--- src/design/tzic_pkg.sv ---
package tzic_pkg;

  // Tank machine states, coded as reported on the result port.
  typedef enum logic [3:0] {
    M_UNKNOWN     = 4'd0,
    M_OFF         = 4'd1,
    M_DRAIN_ON    = 4'd2,
    M_DRAINING    = 4'd3,
    M_DRAIN_EMPTY = 4'd4,
    M_FILLING     = 4'd5,
    M_FULL        = 4'd6,
    M_FILL_FAULT  = 4'd7,
    M_DRAIN_FAULT = 4'd8
  } tank_mode_t;

  // Sequencer states.
  typedef enum logic [3:0] {
    S_IDLE,
    S_CMD,
    S_TOTAL,
    S_TANK,
    S_ZONES,
    S_SCAN,
    S_SERVE_A,
    S_SERVE_B,
    S_CHECK,
    S_END,
    S_OUT
  } seq_state_t;

  // What a finished zone search hands control to.
  typedef enum logic [1:0] {
    TAG_SERVE,
    TAG_RECHECK,
    TAG_RUN
  } scan_tag_t;

  // Item function codes.
  localparam logic [3:0] F_POLL      = 4'd0;
  localparam logic [3:0] F_ZONE_ON   = 4'd1;
  localparam logic [3:0] F_ZONE_OFF  = 4'd2;
  localparam logic [3:0] F_ZONE_RST  = 4'd3;
  localparam logic [3:0] F_ZONE_TGT  = 4'd4;
  localparam logic [3:0] F_ZONE_CNT  = 4'd5;
  localparam logic [3:0] F_RUN       = 4'd6;
  localparam logic [3:0] F_STOP      = 4'd7;
  localparam logic [3:0] F_RESET_ALL = 4'd8;
  localparam logic [3:0] F_SET_TOTAL = 4'd9;
  localparam logic [3:0] F_TEMP      = 4'd10;

  // Configuration register indexes.
  localparam logic [2:0] R_DRAIN_ON_TIME  = 3'd0;
  localparam logic [2:0] R_DRAIN_MAX_TIME = 3'd1;
  localparam logic [2:0] R_FILL_MAX_TIME  = 3'd2;
  localparam logic [2:0] R_FLOW_TICK_MS   = 3'd3;
  localparam logic [2:0] R_FITTED_MASK    = 3'd4;

  // Fitted mask bit positions.
  localparam int FIT_WMAX  = 0;
  localparam int FIT_WMIN  = 1;
  localparam int FIT_FBD   = 2;
  localparam int FIT_FBP   = 3;
  localparam int FIT_METER = 4;
  localparam int FIT_FILL  = 5;
  localparam int FIT_DRAIN = 6;
  localparam int FIT_PUMP  = 7;

  // Drive bit positions.
  localparam int D_FILL  = 0;
  localparam int D_DRAIN = 1;
  localparam int D_PUMP  = 2;

  localparam logic [3:0] NO_ZONE = 4'd8;

  // Operands of the shared subtract-and-compare unit.
  typedef struct packed {
    logic [31:0] a;
    logic [31:0] b;
    logic [31:0] limit;
  } alu_req_t;

  // Write request into the zone table.
  typedef struct packed {
    logic        goal_we;
    logic        deliv_we;
    logic        clr_all;
    logic [4:0]  idx;
    logic [31:0] data;
  } tbl_wr_t;

endpackage

--- src/design/tzic_alu.sv ---
// Shared unit: (a - b) mod 2^32 compared against a limit.
module tzic_alu (
  input  tzic_pkg::alu_req_t req,
  output logic               ge
);
  logic [31:0] diff;

  assign diff = req.a - req.b;
  assign ge   = diff >= req.limit;
endmodule

--- src/design/tzic_zone_table.sv ---
// Per-zone target and delivered counts, one write and one read address.
module tzic_zone_table #(
  parameter int ZONES      = 8,
  parameter int COUNT_BITS = 24,
  parameter int ZW         = 3
) (
  input  logic                  clk,
  input  logic                  rst,
  input  tzic_pkg::tbl_wr_t     wr,
  input  logic [ZW-1:0]         rd_idx,
  output logic [COUNT_BITS-1:0] rd_goal,
  output logic [COUNT_BITS-1:0] rd_deliv
);
  logic [COUNT_BITS-1:0] goal  [ZONES];
  logic [COUNT_BITS-1:0] deliv [ZONES];
  logic [ZW-1:0]         widx;

  assign widx = ZW'(wr.idx);

  always_ff @(posedge clk) begin
    if (rst) begin
      for (int i = 0; i < ZONES; i++) begin
        goal[i]  <= '0;
        deliv[i] <= '0;
      end
    end else begin
      if (wr.goal_we) begin
        goal[widx] <= COUNT_BITS'(wr.data);
      end
      if (wr.clr_all) begin
        for (int i = 0; i < ZONES; i++) begin
          deliv[i] <= '0;
        end
      end else if (wr.deliv_we) begin
        deliv[widx] <= COUNT_BITS'(wr.data);
      end
    end
  end

  assign rd_goal  = goal[rd_idx];
  assign rd_deliv = deliv[rd_idx];
endmodule

--- src/design/tank_and_zone_irrigation_controller.sv ---
// Channel   Direction  Signals                          Content
// s_axis    in         s_tvalid s_tready s_tdata s_tuser  poll tick or command
// m_axis    out        m_tvalid m_tready m_tdata m_tuser  state after the item
// cfg       in         cfg_valid cfg_ready cfg_index cfg_data  register write
//
// One beat is processed at a time by a small sequencer around one shared
// subtract-and-compare unit. A poll runs up to three zone searches; each
// walks the table one entry per cycle and sets the length of a poll.
// Reset is synchronous and clears all state but the latched beat; the zone
// table clears at once.
// A finished result waits in the output register while the next beat is
// already accepted; the sequencer only holds if that register is still full.
module tank_and_zone_irrigation_controller #(
  parameter int ZONES      = 8,
  parameter int COUNT_BITS = 24
) (
  input  logic        clk,
  input  logic        rst,
  input  logic        s_tvalid,
  output logic        s_tready,
  // [2:0] zone, [26:3] value, [27] level_max, [28] level_min,
  // [29] drain_feedback, [30] pump_feedback, [31] flow_pulse, [63:32] now_ms
  input  logic [63:0] s_tdata,
  // [3:0] func
  input  logic [3:0]  s_tuser,
  output logic        m_tvalid,
  input  logic        m_tready,
  // [3:0] tank_state, [5:4] fault_code, [6] fill_valve, [7] drain_valve,
  // [8] pump_on, [16:9] zone_valves, [20:17] active_zone,
  // [44:21] active_count, [45] running, [69:46] total_count, [70] frozen,
  // [71] zero
  output logic [71:0] m_tdata,
  // [0] accepted
  output logic        m_tuser,
  input  logic        cfg_valid,
  output logic        cfg_ready,
  input  logic [2:0]  cfg_index,
  input  logic [31:0] cfg_data
);
  localparam int ZW = (ZONES > 1) ? $clog2(ZONES) : 1;
  localparam int OUTZ = (ZONES < 8) ? ZONES : 8;
  localparam logic [31:0] CMAX = 32'((64'd1 << COUNT_BITS) - 64'd1);
  localparam logic [ZW-1:0] LAST = ZW'(ZONES - 1);

  // Configuration registers.
  logic [31:0] drain_on_time, drain_max_time, fill_max_time;
  logic [15:0] flow_tick_ms;
  logic [7:0]  fitted_mask;

  // Latched beat.
  logic [3:0]  func;
  logic [2:0]  zone;
  logic [23:0] value;
  logic        level_max, level_min, drain_feedback, pump_feedback, flow_pulse;
  logic [31:0] now_ms;

  // Controller state.
  tzic_pkg::seq_state_t state, state_next;
  tzic_pkg::scan_tag_t  scan_tag;
  tzic_pkg::tank_mode_t tank_mode;
  logic [31:0]           phase_start, flow_start;
  logic [2:0]            drive_bits;
  logic [1:0]            pulse_history;
  logic [ZONES-1:0]      zone_enabled, zone_busy;
  logic                  run_flag, freeze_flag;
  logic [COUNT_BITS-1:0] pulse_total;
  logic                  ok;
  logic [ZW-1:0]         zsel, scan_i, cand_i;
  logic                  cand_f, need_pump;
  logic [COUNT_BITS-1:0] goal_q, done_q;

  // Shared unit and table.
  tzic_pkg::alu_req_t    alu_req;
  logic                  alu_ge;
  tzic_pkg::tbl_wr_t     tbl_wr;
  logic [ZW-1:0]         rd_idx;
  logic [COUNT_BITS-1:0] rd_goal, rd_deliv;

  tzic_alu u_alu (
    .req (alu_req),
    .ge  (alu_ge)
  );

  tzic_zone_table #(
    .ZONES      (ZONES),
    .COUNT_BITS (COUNT_BITS),
    .ZW         (ZW)
  ) u_table (
    .clk      (clk),
    .rst      (rst),
    .wr       (tbl_wr),
    .rd_idx   (rd_idx),
    .rd_goal  (rd_goal),
    .rd_deliv (rd_deliv)
  );

  // Sensor levels as seen through the fitted mask.
  logic wmax, wmin, fbd, fbp, meter, zone_ok;
  assign wmax    = fitted_mask[tzic_pkg::FIT_WMAX] & level_max;
  assign wmin    = fitted_mask[tzic_pkg::FIT_WMIN] & level_min;
  assign fbd     = fitted_mask[tzic_pkg::FIT_FBD] & drain_feedback;
  assign fbp     = fitted_mask[tzic_pkg::FIT_FBP] & pump_feedback;
  assign meter   = fitted_mask[tzic_pkg::FIT_METER];
  assign zone_ok = 32'(zone) < 32'(ZONES);

  function automatic logic [COUNT_BITS-1:0] clamp(input logic [23:0] v);
    logic [31:0] m;
    m = 32'(v[22:0]);
    if (v[23]) begin
      return '0;
    end else if (m > CMAX) begin
      return COUNT_BITS'(CMAX);
    end
    return COUNT_BITS'(m);
  endfunction

  function automatic logic [COUNT_BITS-1:0] sat_inc(input logic [COUNT_BITS-1:0] v);
    if (32'(v) >= CMAX) begin
      return v;
    end
    return v + 1'b1;
  endfunction

  // A drive bit only moves when its output is fitted.
  function automatic logic [2:0] set_drv(input logic [2:0] d, input int bit_pos,
                                         input logic on, input logic fit);
    logic [2:0] r;
    r = d;
    if (fit) begin
      r[bit_pos] = on;
    end
    return r;
  endfunction

  // Valve drives that go with entering a tank state.
  function automatic logic [2:0] move_drive(input tzic_pkg::tank_mode_t m,
                                            input logic [2:0] d,
                                            input logic [7:0] fit);
    logic [2:0] r;
    r = d;
    case (m)
      tzic_pkg::M_DRAIN_ON, tzic_pkg::M_DRAINING: begin
        r = set_drv(r, tzic_pkg::D_DRAIN, 1'b1, fit[tzic_pkg::FIT_DRAIN]);
        r = set_drv(r, tzic_pkg::D_FILL, 1'b0, fit[tzic_pkg::FIT_FILL]);
      end
      tzic_pkg::M_FILLING: begin
        r = set_drv(r, tzic_pkg::D_FILL, 1'b1, fit[tzic_pkg::FIT_FILL]);
      end
      tzic_pkg::M_DRAIN_EMPTY, tzic_pkg::M_FILL_FAULT: begin
        r = set_drv(r, tzic_pkg::D_FILL, 1'b0, fit[tzic_pkg::FIT_FILL]);
      end
      tzic_pkg::M_DRAIN_FAULT: begin
        r = set_drv(r, tzic_pkg::D_DRAIN, 1'b0, fit[tzic_pkg::FIT_DRAIN]);
      end
      default: begin
        r = set_drv(r, tzic_pkg::D_DRAIN, 1'b0, fit[tzic_pkg::FIT_DRAIN]);
        r = set_drv(r, tzic_pkg::D_FILL, 1'b0, fit[tzic_pkg::FIT_FILL]);
      end
    endcase
    return r;
  endfunction

  // Tank transition for a poll. The shared unit checks the timeout of the
  // current phase against the limit that belongs to it.
  tzic_pkg::tank_mode_t mode_tgt;
  logic                 mode_mv, mode_set, ps_set;
  logic [31:0]          lim_sel;

  always_comb begin
    case (tank_mode)
      tzic_pkg::M_DRAIN_ON: lim_sel = drain_on_time;
      tzic_pkg::M_DRAINING: lim_sel = drain_max_time;
      tzic_pkg::M_FILLING:  lim_sel = fill_max_time;
      default:              lim_sel = '0;
    endcase
  end

  always_comb begin
    mode_tgt = tank_mode;
    mode_mv  = 1'b0;
    mode_set = 1'b0;
    ps_set   = 1'b0;
    case (tank_mode)
      tzic_pkg::M_DRAIN_ON: begin
        if (fbd) begin
          ps_set = 1'b1; mode_mv = 1'b1; mode_tgt = tzic_pkg::M_DRAINING;
        end else if (alu_ge) begin
          mode_mv = 1'b1; mode_tgt = tzic_pkg::M_DRAIN_EMPTY;
        end
      end
      tzic_pkg::M_DRAINING: begin
        if (!fbd) begin
          mode_mv = 1'b1; mode_tgt = tzic_pkg::M_DRAIN_EMPTY;
        end else if (wmax) begin
          mode_mv = 1'b1; mode_tgt = tzic_pkg::M_FULL;
        end else if (alu_ge) begin
          mode_mv = 1'b1; mode_tgt = tzic_pkg::M_DRAIN_FAULT;
        end
      end
      tzic_pkg::M_DRAIN_EMPTY: begin
        if (wmax) begin
          mode_mv = 1'b1; mode_tgt = tzic_pkg::M_FULL;
        end else if (run_flag) begin
          ps_set = 1'b1; mode_mv = 1'b1; mode_tgt = tzic_pkg::M_FILLING;
        end
      end
      tzic_pkg::M_FILLING: begin
        if (fbd) begin
          ps_set = 1'b1; mode_mv = 1'b1; mode_tgt = tzic_pkg::M_DRAINING;
        end else if (wmax) begin
          mode_mv = 1'b1; mode_tgt = tzic_pkg::M_FULL;
        end else if (alu_ge) begin
          mode_mv = 1'b1; mode_tgt = tzic_pkg::M_FILL_FAULT;
        end
      end
      tzic_pkg::M_FULL: begin
        if (!wmax) begin
          ps_set = 1'b1; mode_mv = 1'b1; mode_tgt = tzic_pkg::M_DRAIN_ON;
        end
      end
      tzic_pkg::M_FILL_FAULT, tzic_pkg::M_DRAIN_FAULT: begin
        if (wmax) begin
          mode_mv = 1'b1; mode_tgt = tzic_pkg::M_FULL;
        end
      end
      default: begin
        // Unknown or off: a full tank is taken as is, without touching valves.
        if (wmax) begin
          mode_set = 1'b1; mode_tgt = tzic_pkg::M_FULL;
        end else begin
          ps_set = 1'b1; mode_mv = 1'b1; mode_tgt = tzic_pkg::M_DRAIN_ON;
        end
      end
    endcase
  end

  // Zone search step: the entry at scan_i may be busy, which ends the
  // search at once, or a candidate that still has work to do.
  logic        sc_busy, sc_cand, sc_done, sc_found;
  logic [ZW-1:0] sc_idx;
  assign sc_busy = zone_busy[scan_i];
  assign sc_cand = zone_enabled[scan_i] & ((rd_goal == '0) | ~alu_ge);
  assign sc_done = sc_busy | (scan_i == LAST);

  always_comb begin
    if (sc_busy) begin
      sc_found = 1'b1; sc_idx = scan_i;
    end else if (cand_f) begin
      sc_found = 1'b1; sc_idx = cand_i;
    end else begin
      sc_found = sc_cand; sc_idx = scan_i;
    end
  end

  logic tank_ready;
  assign tank_ready = (tank_mode == tzic_pkg::M_FULL) | wmax | wmin | fbp;

  // Result fields: lowest busy zone among those that have a valve bit.
  logic [3:0] act;
  logic [7:0] valves;
  always_comb begin
    act    = tzic_pkg::NO_ZONE;
    valves = '0;
    for (int i = OUTZ - 1; i >= 0; i--) begin
      valves[i] = zone_busy[i];
      if (zone_busy[i]) begin
        act = 4'(i);
      end
    end
  end

  logic out_free;
  assign out_free = ~m_tvalid | m_tready;

  // Next state.
  always_comb begin
    state_next = state;
    case (state)
      tzic_pkg::S_IDLE: begin
        if (s_tvalid) begin
          state_next = (s_tuser == tzic_pkg::F_POLL) ? tzic_pkg::S_TOTAL
                                                     : tzic_pkg::S_CMD;
        end
      end
      tzic_pkg::S_CMD:   state_next = tzic_pkg::S_OUT;
      tzic_pkg::S_TOTAL: state_next = freeze_flag ? tzic_pkg::S_OUT : tzic_pkg::S_TANK;
      tzic_pkg::S_TANK:  state_next = tzic_pkg::S_ZONES;
      tzic_pkg::S_ZONES: begin
        if (!run_flag) begin
          state_next = tzic_pkg::S_END;
        end else if (!tank_ready) begin
          state_next = tzic_pkg::S_OUT;
        end else begin
          state_next = tzic_pkg::S_SCAN;
        end
      end
      tzic_pkg::S_SCAN: begin
        if (sc_done) begin
          case (scan_tag)
            tzic_pkg::TAG_SERVE:
              state_next = sc_found ? tzic_pkg::S_SERVE_A : tzic_pkg::S_END;
            tzic_pkg::TAG_RECHECK: state_next = tzic_pkg::S_END;
            default:               state_next = tzic_pkg::S_OUT;
          endcase
        end
      end
      tzic_pkg::S_SERVE_A: state_next = tzic_pkg::S_SERVE_B;
      tzic_pkg::S_SERVE_B: state_next = tzic_pkg::S_CHECK;
      tzic_pkg::S_CHECK: begin
        state_next = ((goal_q != '0) && alu_ge) ? tzic_pkg::S_SCAN : tzic_pkg::S_END;
      end
      tzic_pkg::S_END: begin
        state_next = (!need_pump && run_flag) ? tzic_pkg::S_SCAN : tzic_pkg::S_OUT;
      end
      tzic_pkg::S_OUT: begin
        if (out_free) begin
          state_next = tzic_pkg::S_IDLE;
        end
      end
      default: state_next = tzic_pkg::S_IDLE;
    endcase
  end

  // Control outputs: handshakes, shared unit operands, table access.
  always_comb begin
    s_tready = (state == tzic_pkg::S_IDLE);
    cfg_ready = 1'b1;
    alu_req  = '0;
    tbl_wr   = '0;
    tbl_wr.idx = 5'(zsel);
    rd_idx   = zsel;
    case (state)
      tzic_pkg::S_CMD: begin
        tbl_wr.idx = 5'(zone);
        if (zone_ok) begin
          case (func)
            tzic_pkg::F_ZONE_RST: tbl_wr.deliv_we = 1'b1;
            tzic_pkg::F_ZONE_TGT: begin
              tbl_wr.goal_we = 1'b1;
              tbl_wr.data    = 32'(clamp(value));
            end
            tzic_pkg::F_ZONE_CNT: begin
              tbl_wr.deliv_we = 1'b1;
              tbl_wr.data     = 32'(clamp(value));
            end
            default: ;
          endcase
        end
        if (func == tzic_pkg::F_RESET_ALL) begin
          tbl_wr.clr_all = 1'b1;
        end
      end
      tzic_pkg::S_TANK: begin
        alu_req.a = now_ms; alu_req.b = phase_start; alu_req.limit = lim_sel;
      end
      tzic_pkg::S_SCAN: begin
        rd_idx = scan_i;
        alu_req.a = 32'(rd_deliv); alu_req.limit = 32'(rd_goal);
      end
      tzic_pkg::S_SERVE_B: begin
        alu_req.a = now_ms; alu_req.b = flow_start; alu_req.limit = 32'(flow_tick_ms);
        tbl_wr.data = 32'(sat_inc(done_q));
        if (meter) begin
          tbl_wr.deliv_we = flow_pulse & ~pulse_history[0];
        end else begin
          tbl_wr.deliv_we = alu_ge;
        end
      end
      tzic_pkg::S_CHECK: begin
        alu_req.a = 32'(done_q); alu_req.limit = 32'(goal_q);
      end
      tzic_pkg::S_OUT: begin
        rd_idx = ZW'(act[2:0]);
      end
      default: ;
    endcase
  end

  // Configuration registers.
  always_ff @(posedge clk) begin
    if (rst) begin
      drain_on_time  <= 32'd10000;
      drain_max_time <= 32'd600000;
      fill_max_time  <= 32'd600000;
      flow_tick_ms   <= 16'd1000;
      fitted_mask    <= 8'hFF;
    end else if (cfg_valid && cfg_ready) begin
      case (cfg_index)
        tzic_pkg::R_DRAIN_ON_TIME:  drain_on_time  <= cfg_data;
        tzic_pkg::R_DRAIN_MAX_TIME: drain_max_time <= cfg_data;
        tzic_pkg::R_FILL_MAX_TIME:  fill_max_time  <= cfg_data;
        tzic_pkg::R_FLOW_TICK_MS:   flow_tick_ms   <= cfg_data[15:0];
        tzic_pkg::R_FITTED_MASK:    fitted_mask    <= cfg_data[7:0];
        default: ;
      endcase
    end
  end

  // Beat capture; payload needs no reset.
  always_ff @(posedge clk) begin
    if (s_tvalid && s_tready) begin
      func           <= s_tuser;
      zone           <= s_tdata[2:0];
      value          <= s_tdata[26:3];
      level_max      <= s_tdata[27];
      level_min      <= s_tdata[28];
      drain_feedback <= s_tdata[29];
      pump_feedback  <= s_tdata[30];
      flow_pulse     <= s_tdata[31];
      now_ms         <= s_tdata[63:32];
    end
  end

  // Sequenced state updates.
  always_ff @(posedge clk) begin
    if (rst) begin
      state         <= tzic_pkg::S_IDLE;
      scan_tag      <= tzic_pkg::TAG_SERVE;
      tank_mode     <= tzic_pkg::M_UNKNOWN;
      phase_start   <= '0;
      flow_start    <= '0;
      drive_bits    <= '0;
      pulse_history <= '0;
      zone_enabled  <= '0;
      zone_busy     <= '0;
      run_flag      <= 1'b0;
      freeze_flag   <= 1'b0;
      pulse_total   <= '0;
      ok            <= 1'b0;
      zsel          <= '0;
      scan_i        <= '0;
      cand_i        <= '0;
      cand_f        <= 1'b0;
      need_pump     <= 1'b0;
      goal_q        <= '0;
      done_q        <= '0;
      m_tvalid      <= 1'b0;
      m_tdata       <= '0;
      m_tuser       <= 1'b0;
    end else begin
      state <= state_next;
      if (m_tvalid && m_tready) begin
        m_tvalid <= 1'b0;
      end
      case (state)
        tzic_pkg::S_IDLE: ok <= 1'b1;
        tzic_pkg::S_CMD: begin
          case (func)
            tzic_pkg::F_ZONE_ON: begin
              if (zone_ok) zone_enabled[ZW'(zone)] <= 1'b1;
              else ok <= 1'b0;
            end
            tzic_pkg::F_ZONE_OFF: begin
              if (zone_ok) begin
                zone_enabled[ZW'(zone)] <= 1'b0;
                zone_busy[ZW'(zone)]    <= 1'b0;
              end else begin
                ok <= 1'b0;
              end
            end
            tzic_pkg::F_ZONE_RST, tzic_pkg::F_ZONE_TGT, tzic_pkg::F_ZONE_CNT: begin
              if (!zone_ok) ok <= 1'b0;
            end
            tzic_pkg::F_RUN: run_flag <= 1'b1;
            tzic_pkg::F_STOP, tzic_pkg::F_RESET_ALL: begin
              zone_busy  <= '0;
              drive_bits <= set_drv(drive_bits, tzic_pkg::D_PUMP, 1'b0,
                                    fitted_mask[tzic_pkg::FIT_PUMP]);
              run_flag   <= 1'b0;
            end
            tzic_pkg::F_SET_TOTAL: pulse_total <= clamp(value);
            tzic_pkg::F_TEMP: begin
              if (value[23]) freeze_flag <= 1'b1;
            end
            default: ok <= 1'b0;
          endcase
        end
        tzic_pkg::S_TOTAL: begin
          // Total counting runs even while frozen.
          if (meter) begin
            if (flow_pulse && !pulse_history[1]) begin
              pulse_total <= sat_inc(pulse_total);
            end
            pulse_history[1] <= flow_pulse;
          end
          if (freeze_flag) begin
            logic [2:0] d;
            d = move_drive(tzic_pkg::M_OFF, drive_bits, fitted_mask);
            d[tzic_pkg::D_FILL]  = 1'b0;
            d[tzic_pkg::D_DRAIN] = 1'b0;
            drive_bits <= set_drv(d, tzic_pkg::D_PUMP, 1'b0,
                                  fitted_mask[tzic_pkg::FIT_PUMP]);
            tank_mode  <= tzic_pkg::M_OFF;
            zone_busy  <= '0;
          end
        end
        tzic_pkg::S_TANK: begin
          if (ps_set) phase_start <= now_ms;
          if (mode_mv || mode_set) tank_mode <= mode_tgt;
          if (mode_mv) drive_bits <= move_drive(mode_tgt, drive_bits, fitted_mask);
        end
        tzic_pkg::S_ZONES: begin
          scan_i    <= '0;
          cand_f    <= 1'b0;
          scan_tag  <= tzic_pkg::TAG_SERVE;
          need_pump <= 1'b0;
          if (run_flag && !tank_ready) begin
            zone_busy  <= '0;
            drive_bits <= set_drv(drive_bits, tzic_pkg::D_PUMP, 1'b0,
                                  fitted_mask[tzic_pkg::FIT_PUMP]);
          end
        end
        tzic_pkg::S_SCAN: begin
          if (sc_done) begin
            zsel <= sc_idx;
            case (scan_tag)
              tzic_pkg::TAG_RECHECK: need_pump <= sc_found;
              tzic_pkg::TAG_RUN: begin
                if (!sc_found) run_flag <= 1'b0;
              end
              default: ;
            endcase
          end else begin
            scan_i <= scan_i + 1'b1;
            if (sc_cand && !cand_f) begin
              cand_f <= 1'b1;
              cand_i <= scan_i;
            end
          end
        end
        tzic_pkg::S_SERVE_A: begin
          goal_q <= rd_goal;
          done_q <= rd_deliv;
          if (!zone_busy[zsel]) begin
            zone_busy       <= '0;
            zone_busy[zsel] <= 1'b1;
            flow_start      <= now_ms;
          end
        end
        tzic_pkg::S_SERVE_B: begin
          if (meter) begin
            pulse_history[0] <= flow_pulse;
          end else if (alu_ge) begin
            flow_start <= now_ms;
          end
        end
        tzic_pkg::S_CHECK: begin
          // Target reached on an earlier poll: release and look again.
          if ((goal_q != '0) && alu_ge) begin
            zone_busy[zsel] <= 1'b0;
            scan_i   <= '0;
            cand_f   <= 1'b0;
            scan_tag <= tzic_pkg::TAG_RECHECK;
          end else begin
            need_pump <= 1'b1;
          end
        end
        tzic_pkg::S_END: begin
          drive_bits <= set_drv(drive_bits, tzic_pkg::D_PUMP, need_pump,
                                fitted_mask[tzic_pkg::FIT_PUMP]);
          scan_i   <= '0;
          cand_f   <= 1'b0;
          scan_tag <= tzic_pkg::TAG_RUN;
        end
        tzic_pkg::S_OUT: begin
          if (out_free) begin
            m_tvalid       <= 1'b1;
            m_tuser        <= ok;
            m_tdata        <= '0;
            m_tdata[3:0]   <= tank_mode;
            m_tdata[5:4]   <= (tank_mode == tzic_pkg::M_FILL_FAULT) ? 2'd1 :
                              (tank_mode == tzic_pkg::M_DRAIN_FAULT) ? 2'd2 : 2'd0;
            m_tdata[6]     <= drive_bits[tzic_pkg::D_FILL];
            m_tdata[7]     <= drive_bits[tzic_pkg::D_DRAIN];
            m_tdata[8]     <= drive_bits[tzic_pkg::D_PUMP];
            m_tdata[16:9]  <= valves;
            m_tdata[20:17] <= act;
            m_tdata[44:21] <= (act == tzic_pkg::NO_ZONE) ? 24'd0 : 24'(rd_deliv);
            m_tdata[45]    <= run_flag;
            m_tdata[69:46] <= 24'(pulse_total);
            m_tdata[70]    <= freeze_flag;
          end
        end
        default: ;
      endcase
    end
  end

  // At most one zone is ever being served.
  a_one_busy: assert property (@(posedge clk) disable iff (rst) $onehot0(zone_busy))
    else $error("more than one zone busy");

  // The freeze flag only clears on reset.
  a_freeze_sticky: assert property (@(posedge clk) disable iff (rst)
    freeze_flag |=> freeze_flag)
    else $error("freeze flag dropped");

  // A fault code is only reported together with a fault state.
  a_fault_code: assert property (@(posedge clk) disable iff (rst)
    (m_tvalid && (m_tdata[5:4] != 2'd0)) |->
      ((m_tdata[3:0] == tzic_pkg::M_FILL_FAULT) ||
       (m_tdata[3:0] == tzic_pkg::M_DRAIN_FAULT)))
    else $error("fault code without fault state");

endmodule
--- config.mk ---
export PLATFORM = sky130hd
export DESIGN_NAME = tank_and_zone_irrigation_controller
export DESIGN_NICKNAME = d
export VERILOG_FILES = /design/src/design/tzic_pkg.sv /design/src/design/tzic_alu.sv /design/src/design/tzic_zone_table.sv /design/src/design/tank_and_zone_irrigation_controller.sv
export SDC_FILE = /design/constraint.sdc
export NUM_CORES = 2
export LEC_CHECK = 0
export ABC_CLOCK_PERIOD_IN_PS = 9570
export BUFFER_PORTS_ARGS = -buffer_cell sky130_fd_sc_hd__buf_4
export CAP_MARGIN = 20
export CORE_MARGIN = 5
export CORE_UTILIZATION = 40
export CTS_CLUSTER_SIZE = 30
export DETAILED_ROUTE_END_ITERATION = 10
export GPL_ROUTABILITY_DRIVEN = 0
export PLACE_DENSITY_LB_ADDON = 0.3
export RECOVER_POWER = 50
export SLEW_MARGIN = 40
export SYNTH_ARGS = -nofsm -noshare
export SYNTH_HDL_FRONTEND = slang
export SYNTH_SLANG_ARGS = --single-unit
--- constraint.sdc ---
create_clock -name clk -period 9.57 [get_ports clk]
set_clock_uncertainty 0.15 [all_clocks]
set_input_delay 1.914 -clock clk [delete_from_list [all_inputs] [get_ports clk]]
set_output_delay 1.914 -clock clk [all_outputs]
set_load 0.02 [all_outputs]
==> run summary <==
Post-synth top area cell = edfxtp_1
Seq pwr share = 0.453
Dominant register cell in the synthesized netlist = edfxtp_1
Period minus WS final = 9.11 ns
# setup viols final = 0
Setup TNS Final = 0 ns
Number of global-route vias before repair = 30493
CTS tree = built
CTS Sinks = 826
Max_cap viols = 12
CTS buffer count = 89
# hold bufs at CTS = 0
Die Wd = 323 um
Max incr delay on CP = 0.66 ns
Highest-delay cell along the critical path = or4b_2
Worst vdd ir = 150 uV
Most used cell, CP = o21ai_0
Boundary Pins = 184
Mapped Cells = 4208
CP endpoint kind = flop
Delay-heaviest family, CP = compound AO/OA/AOI/OAI gates
Routed vias/inst = 5.73
GRT overflow = 0
Synthesized area per cell = 9.33 sq um
Yosys reg bits = 826
Synth top area cells = edfxtp_1 35%, dfxtp_1 19%, nand2_1 7.5%
Initial Util = 0.401
First-pass GRT wire length = 194000 um
Clock network latency to the later pin of the worst-skew pair = 0.67 ns
Final Hold Vio Count = 0
Routed Antenna Nets = 0
Clock Tree Buf Depth = 3
Int Pwr = 6.43 mW
Post-synth EDFFs = 452
Post-synthesis cell type count = 93
Routed wire length = 130000 um
Clk pwr share = 0.384
Fin crit share = 0.952
Hold_ws = 0.304 ns
Vias = 32436
Antenna violations before repair = 0
Fin nets = 4472
Max Slew Vio Count = 495
Clk slew on worst S/H paths = 0.06 ns
DR iter-0 viols = 3982
Drt drc = 0
F_max = 110 MHz
Critical Path RT = 9.71 ns
Worst Path Arrival = 9.25 ns
Sw Pwr = 2.59 mW
Post-synth top area share = 0.346
Largest net degree at the start of global routing = 126
Bufs and invs on worst path = 3
Setup CP Type = reg2reg
HP Class = reg2reg
Die Span Y = 323 um
Area Overhead vs Synth = 14.0%
CTS root buf = clkbuf_16
Total Routing Usage GR = 0.240
Startpoint Class = flop
Pwr Total = 9.01 mW
Setup slack, reg-to-reg = 0.46 ns
CP max FO = 24
Worst-margin pin slew = 3.83 ns
Core Box Area = 97800 sq um
WL/cell = 22.9 um
Setup ws final = 0.458 ns
Power Dens Cells = 201 nW/um^2
Sw Share = 0.287
Share of cells above drive strength 1 = 0.107
IO buf count = 181
Fin util = 0.457
Die area = 104000 sq um
YS warnings = 0
Outcome = complete, but fails checks
Slew headroom = -1.55
Core Rows = 115
Violated checks = capacitance limit, slew limit
Seq/Total Area, Yosys = 0.537
Combinational share of power = 0.163
DP HPWL = 89600 um
TritonRoute pass-1 iters = 7
Async set-reset flop share out of synthesis = 0
RSZ-0062 raised after global routing = false
Static leakage = 15.7 nW
H-tree levels = 3
Synthesized area = 39300 sq um
Pre-CTS WS = 0.348 ns
-- cells by family after synthesis --
| logic type | Yosys count | synth area share |
|---|---|---|
| buffers and inverters | 364 | 0.0368 |
| AND/OR/NAND/NOR | 2030 | 0.224 |
| flip-flops | 826 | 0.537 |
| multiplexers | 148 | 0.0434 |
| AO/OA/AOI/OAI | 715 | 0.124 |
| adder cells (fa/ha/maj) | 68 | 0.0219 |
| XOR/XNOR | 55 | 0.0123 |
| other | 2 | 0.000191 |
-- state kept, by name, indices dropped and copies added (netlist names), 4 cells and up, named ones only --
register / flops
flow_tick_ms: 16
u_table.deliv: 192
drain_max_time: 32
u_table.goal: 192
m_tdata: 71
fitted_mask: 8
tank_mode: 4
state: 4
value: 24
now_ms: 32
fill_max_time: 32
flow_start: 32
phase_start: 32
drain_on_time: 32
goal_q: 24
done_q: 24
pulse_total: 24
func: 4
valves: 8
-- tightest hold or removal path, cell delays in order (launching register included) --
cell     delay, ns
dfxtp_1       0.31
nand2_1       0.05
a21oi_1       0.05
-- Yosys cell counts (17+ instances only) --
library cell    n
a211oi_1       42
a21o_1         20
a21oi_1       237
a222oi_1       56
a22oi_1        88
a31oi_1        25
and2_1         24
and3_1         31
clkbuf_1      277
dfxtp_1       374
edfxtp_1      452
ha_1           67
inv_1          48
mux2i_1       125
mux4_2         17
nand2_1       786
nand2b_1       36
nand3_1       214
nand3b_1       44
nand4_1        25
nor2_1        694
nor2b_1        21
nor3_1         63
nor4_1         28
o21ai_0        81
o221a_2        17
or3_1          17
xnor2_1        37
xor2_1         18
-- worst paths after layout --
check                           cells past startpoint                from                   end
worst max-delay path                               30            state[1]  u_table.deliv[3][12]
worst min-delay path                                2  drain_max_time[17]    drain_max_time[17]
worst max register to register                     30            state[1]  u_table.deliv[3][12]
worst min register to register                      2  drain_max_time[17]    drain_max_time[17]
-- power by group through the flow --
stage	Clock (mW)	Sequential (mW)	Combinational, mW
after floorplan	0	4.07	0.947
after global placement	0	4.15	1.43
after detailed placement	0	4.15	1.45
after CTS	3.51	4.07	1.46
after global routing	3.67	4.10	1.58
final	3.46	4.09	1.47
-- cells in the final DEF, fill, tap and decap left out, types with 15 or more instances in the layout --
| master | count |
|---|---|
| o22ai_1 | 15 |
| nand2b_1 | 35 |
| xor2_1 | 18 |
| nor4_1 | 28 |
| o21ai_0 | 81 |
| nor2_1 | 684 |
| or3_1 | 17 |
| buf_4 | 144 |
| mux2i_1 | 125 |
| clkbuf_16 | 90 |
| a21o_1 | 20 |
| xnor2_1 | 37 |
| and3_1 | 31 |
| inv_1 | 48 |
| clkbuf_4 | 59 |
| and2_1 | 20 |
| nand4_1 | 25 |
| nand3_1 | 214 |
| a22oi_1 | 88 |
| ha_1 | 67 |
| a311oi_1 | 16 |
| a31oi_1 | 24 |
| mux4_2 | 17 |
| nor2b_1 | 21 |
| o221a_2 | 17 |
| a211oi_1 | 42 |
| nor3_1 | 62 |
| clkbuf_1 | 118 |
| a222oi_1 | 56 |
| a21oi_1 | 228 |
| nand2_1 | 776 |
| dfxtp_1 | 374 |
| edfxtp_1 | 452 |
| nand3b_1 | 44 |
-- repair_timing --
action                     in CTS  in global routing
gates resized for setup         0                  7
setup endpoints to repair       0                383
setup buffers                   0                  0
-- cell type report --
| cell class | count | area [sq um] |
|---|---|---|
| clock inverters | 48 | 474 |
| fillers | 9283 | 53100 |
| diodes | 1 | 2.50 |
| well taps | 1287 | 1610 |
| clock buffers | 119 | 2440 |
| repair buffers | 305 | 1970 |
| multi-input cells | 3026 | 17000 |
| flip-flops and latches | 826 | 21100 |
| inverters | 48 | 180 |
-- per-stage QoR --
| stage | instance area [sq um] | instances |
|---|---|---|
| finish | 44800 | 5660 |
| CTS | 45100 | 5656 |
| floorplan | 39300 | 4216 |
| detailed placement | 42200 | 5489 |
| global route | 44800 | 5659 |
| global placement | 42100 | 5486 |
-- metal layers --
metal,wire length (um),vias to the layer above,track usage
met2,58900,1398,0.377
met5,0,-,0
met3,9930,246,0.0347
met1,54200,15704,0.328
met4,6840,0,0.118
li1,-,15088,-
(Power assumes the default switching activity.)
